`src/rtl/qrot_pkg.sv`:
```
// qrot_pkg: widths, register indexes and payload types for the quaternion rotation core
// no dependencies
`default_nettype none

package qrot_pkg;

   localparam int COMP_W = 16;   // component and rotor width
   localparam int PROD_W = 32;   // rotor times component
   localparam int P_W    = 34;   // sum of four first-product terms
   localparam int PROD2_W = 50;  // first product times rotor
   localparam int NUM_W  = 52;   // numerator of the quotient
   localparam int SQ_W   = 32;   // one rotor square
   localparam int NORM_W = 33;   // squared rotor norm, up to 2^32
   localparam int QUO_W  = 16;   // magnitude quotient bits
   localparam int ADDR_W = 4;
   localparam int DATA_W = 32;
   localparam int DIV_LAT = 10;  // register depth of one divider lane
   localparam int LAT    = 4 + DIV_LAT;

   localparam logic [1:0] REG_ROTOR_W = 2'd0;
   localparam logic [1:0] REG_ROTOR_X = 2'd1;
   localparam logic [1:0] REG_ROTOR_Y = 2'd2;
   localparam logic [1:0] REG_ROTOR_Z = 2'd3;

   localparam logic signed [COMP_W-1:0] ROTOR_W_RESET = 16'sd16384;
   localparam logic [SQ_W-1:0]   SQ_W_RESET   = 32'd268435456;
   localparam logic [NORM_W-1:0] NORM_RESET   = 33'd268435456;

   typedef logic signed [COMP_W-1:0] comp_type;

endpackage

`default_nettype wire

```
`src/rtl/qrot_div.sv`:
```
// qrot_div: pipelined signed-by-positive divider lane, truncating, saturating to 16 bits
// depends on qrot_pkg
`default_nettype none

module qrot_div
   import qrot_pkg::*;
(
   input  wire logic                    clock,
   input  wire logic                    en,
   input  wire logic signed [NUM_W-1:0] num,
   input  wire logic [NORM_W-1:0]       norm,
   output logic signed [COMP_W-1:0]     quo,
   output logic                         clip
);

   localparam int STEPS = QUO_W / 2;

   logic [NUM_W-1:0] mag_ff [STEPS+1];
   logic [QUO_W-1:0] qt_ff  [STEPS+1];
   logic             neg_ff [STEPS+1];
   logic             ovf_ff [STEPS+1];
   logic signed [COMP_W-1:0] quo_ff, quo_in;
   logic             clip_ff, clip_in;

   // magnitude and overflow check against norm * 2^16
   always_ff @(posedge clock) begin
      if (en) begin
         mag_ff[0] <= num[NUM_W-1] ? NUM_W'(-num) : NUM_W'(num);
         neg_ff[0] <= num[NUM_W-1];
         ovf_ff[0] <= (num[NUM_W-1] ? NUM_W'(-num) : NUM_W'(num))
                      >= (NUM_W'(norm) << QUO_W);
         qt_ff[0]  <= '0;
      end
   end

   // two quotient bits a stage
   for (genvar j = 1; j <= STEPS; j++) begin : g_step
      localparam int BHI = QUO_W + 1 - 2 * j;
      localparam int BLO = QUO_W - 2 * j;
      logic [NUM_W-1:0] r1, r2, dhi, dlo;
      logic [QUO_W-1:0] q_in;
      always_comb begin
         dhi  = NUM_W'(norm) << BHI;
         dlo  = NUM_W'(norm) << BLO;
         q_in = qt_ff[j-1];
         r1   = mag_ff[j-1];
         if (r1 >= dhi) begin
            r1        = r1 - dhi;
            q_in[BHI] = 1'b1;
         end
         r2 = r1;
         if (r2 >= dlo) begin
            r2        = r2 - dlo;
            q_in[BLO] = 1'b1;
         end
      end
      always_ff @(posedge clock) begin
         if (en) begin
            mag_ff[j] <= r2;
            qt_ff[j]  <= q_in;
            neg_ff[j] <= neg_ff[j-1];
            ovf_ff[j] <= ovf_ff[j-1];
         end
      end
   end

   // sign and saturation
   always_comb begin
      logic signed [COMP_W:0] nq;
      nq      = -$signed({1'b0, qt_ff[STEPS]});
      quo_in  = $signed(qt_ff[STEPS]);
      clip_in = 1'b0;
      if (!neg_ff[STEPS]) begin
         if (ovf_ff[STEPS] || qt_ff[STEPS][QUO_W-1]) begin
            quo_in  = 16'sh7fff;
            clip_in = 1'b1;
         end
      end else begin
         if (ovf_ff[STEPS] || qt_ff[STEPS] > 16'd32768) begin
            quo_in  = 16'sh8000;
            clip_in = 1'b1;
         end else begin
            quo_in  = nq[COMP_W-1:0];
         end
      end
   end

   always_ff @(posedge clock) begin
      if (en) begin
         quo_ff  <= quo_in;
         clip_ff <= clip_in;
      end
   end

   assign quo  = quo_ff;
   assign clip = clip_ff;

endmodule

`default_nettype wire
```
`config.mk`:
```
export PLATFORM = sky130hd
export DESIGN_NAME = qrot_div
export DESIGN_NICKNAME = d
export VERILOG_FILES = /design/src/rtl/qrot_pkg.sv /design/src/rtl/qrot_div.sv
export SDC_FILE = /design/constraint.sdc
export NUM_CORES = 2
export LEC_CHECK = 0
export BUFFER_PORTS_ARGS = -buffer_cell sky130_fd_sc_hd__buf_2
export CAP_MARGIN = 20
export CORE_ASPECT_RATIO = 2
export CORE_UTILIZATION = 45
export CTS_BUF_LIST = sky130_fd_sc_hd__clkbuf_16
export DETAILED_ROUTE_END_ITERATION = 10
export GPL_ROUTABILITY_DRIVEN = 0
export SETUP_SLACK_MARGIN = 0.1
export SYNTH_ARGS = -nofsm -noshare
export SYNTH_HDL_FRONTEND = slang
export SYNTH_SLANG_ARGS = --single-unit
```
`constraint.sdc`:
```
create_clock -name clock -period 10.65 [get_ports clock]
set_input_delay 2.13 -clock clock [delete_from_list [all_inputs] [get_ports clock]]
set_output_delay 2.13 -clock clock [all_outputs]
set_load 0.01 [all_outputs]
```
==> out/metrics.cfg <==
[outcome]
outcome=finished, violations left
violations=design-rule violations

[place]
portBuffers=103
pre_cts_ws_ps=475
dp_hpwl_um=161000

[timing]
worst_pin_slew_ps=1190
fin_skew_ps=77.6
period_needed_ps=9640
final_hold_viol_count=0
whs_ps=413
rsz0062_at_grt=no
post-route-period-util=0.905
relSlewSlack=0.200
fmax_ghz=0.104
setup_viol=0
fin_ws_ps=1010
drv_slew=0
tns_ps=0

[synth]
async_flop_share=0
yosys_most_used_dff=edfxtp_1
ys_seq_elements=523
syn_area_um2=54000
yosysSeqAreaShare=0.291
synthTopCellsByArea=edfxtp_1 29%, ha_1 13%, xnor2_1 6.3%, a21oi_1 5.4%, o21ai_0 4.6%
synth_cells=6288
synth.most_common_cell=nand2_1
synthTopCellsByCount=615 x nand2_1, 586 x a21oi_1, 563 x ha_1
syn-num-nets=6953
synth_edf_count=523
avgSynthCellArea_um2=8.58
yosys.area.top_type=edfxtp_1
yosysWarningCount=0
synth.distinct_cells=99
yosysTopAreaCellShare=0.291

[run]
maxCapViolCount=0

[clock_network]
cts_setup_buffers=0
cts_root_buf=clkbuf_16
cts_buffers=53
holdBufCountCts=0
clockBufferDepth=3
clkSlewWorstSetupHoldPaths_ps=60
cts_tree=yes
clock-sinks=523
ctsHtreeMaxLevel=2
ctsResizeCount=0
clkLatencyLatePin_ps=730

[worst_setup_path]
worstReg2RegEnd=mag_ff[0][384]
ff2ff_setup_slack_ps=2290
start_kind=input port
cp.arrival_ps=10060
worstReg2RegStart=mag_ff[0][341]
end_kind=flip-flop
worst_ep_required_time_ps=11080
critPathMaxFanout=39
rr_worst_depth=24
crit_type=input port to flip-flop

[global_routing]
grtUsageTotal=0.326
grt-ovfl-total=0
grt_pass1_vias=49800
grt_antenna_before_repair=10
grt_first_pass_wirelength_um=295000
grt_max_degree=188

[floorplan]
io_pins=104
initial_utilization=0.454
die-area_um2=121000
die_w_um=247
placementRows=179
die_y_um=492
core-area_um2=119000

[detailed_routing]
m1WireLength_um=62800
routed-wl-met3_um=8650
wl_per_cell_um=25.3
wl_um=201000
dr_total_vias=49800
drt_first_pass_iters=8
drt_iter0_drc=3029
route.antenna.remaining_nets=0
dr_wl_met2_um=104000
top_layer=met4
drc_errors=10
via_per_inst=6.26

[power]
p_leak_nw=23.5
vdd_drop_max_v=0.000164
power.density_nw_per_um2=383

[finish]
drive_above_1_share=0.0753
multi_input_comb_area_um2=36700
area_growth_pct=8.32
fill_cells=11400
finalNetCount=7024
regArea_um2=15700
utilization=0.492

[hold_path]
min_from=qt_ff[0][73]
worstHoldEndpoint=qt_ff[0][89]
holdPathStages=0
worstHoldPathType=flip-flop to flip-flop

==> worst max-delay path, stage by stage <==
cell	delay [ps]
buf_2	300
inv_1	110
ha_1	350
nor2b_1	170
o31a_1	280
o311a_1	350
o31ai_1	370
a311oi_2	270
nor2_2	440
buf_4	260
mux2_2	370
ha_1	350
a21o_1	200
a21oi_1	230
o21ai_1	140
o22a_1	200
a22o_1	290
a221oi_2	490
o21ai_0	320
a211o_1	360
or4_4	520
or4_4	540
nor2b_2	170
inv_2	360
mux2_4	440
==> worst max-delay path by stage <==
stage / start / to / slack, ps / cells past startpoint
finish: norm[1] / mag_ff[0][384] / 1010 / 25
global route: norm[1] / mag_ff[0][94] / 710 / 27
CTS: norm[1] / mag_ff[0][382] / 1170 / 25
detailed placement: norm[1] / mag_ff[0][382] / 470 / 25
global placement: norm[1] / mag_ff[0][373] / 530 / 25
floorplan: norm[1] / mag_ff[0][370] / 1280 / 27
==> flip-flops by register name, summed over array words and instances (netlist names) <==
| signal | flops |
|---|---|
| clip | 1 |
| qt_ff | 72 |
| neg_ff | 9 |
| ovf_ff | 9 |
| mag_ff | 416 |
| quo | 16 |
==> logic make-up after synthesis <==
family,Yosys count,share of synthesized area
xor gates and xnor gates,598,0.0971
buffers and inverters,411,0.0295
AOI/OAI and AO/OA,1997,0.233
adders and majority gates,578,0.136
and+or+nand+nor,2057,0.187
DFF,523,0.291
muxes,124,0.0265
==> through the flow <==
stage	power, mW	area (µm²)	cells
floorplan	15.9	54000	6288
global placement	19.9	56600	7841
detailed placement	20.1	56600	7841
CTS	22.2	58400	7939
global route	24.1	58500	7949
finish	22.4	58500	7950
==> placed cells by master (no fill, tap or decap), types with 129 or more instances in the layout <==
master    synthesis  routed
nand2_1         615     614
nand3_1         129     129
inv_1           215     218
o21ai_0         494     494
nor3_1          136     136
a21oi_1         586     586
xor2_1          211     211
edfxtp_1        523     523
a21o_1          297     297
ha_1            563     563
xnor2_1         387     387
nor2_1          494     493
==> final cells by class <==
class	count	area share
clock buffer	53	0.0227
sequential	523	0.269
timing repair buffer	208	0.0248
tap	1538	0.0329
clock inverter	45	0.00854
antenna	10	0.000428
inverter	219	0.0141
multi-input combinational	5354	0.628
==> report_power, final <==
part           total [mW]  internal [mW]  switching (mW)  leakage, nW
Sequential           4.26           3.59           0.675         5.02
Combinational        16.2           6.63            9.53         17.6
Clock                1.99           1.07           0.920        0.878
Total                22.4           11.3            11.1         23.5
==> routing by layer <==
layer,track usage,vias to the layer above
met5,0,-
met4,0.355,0
met3,0.0449,862
met2,0.600,1604
met1,0.284,23600
li1,-,23700
Power figures use the tool's default switching activity.
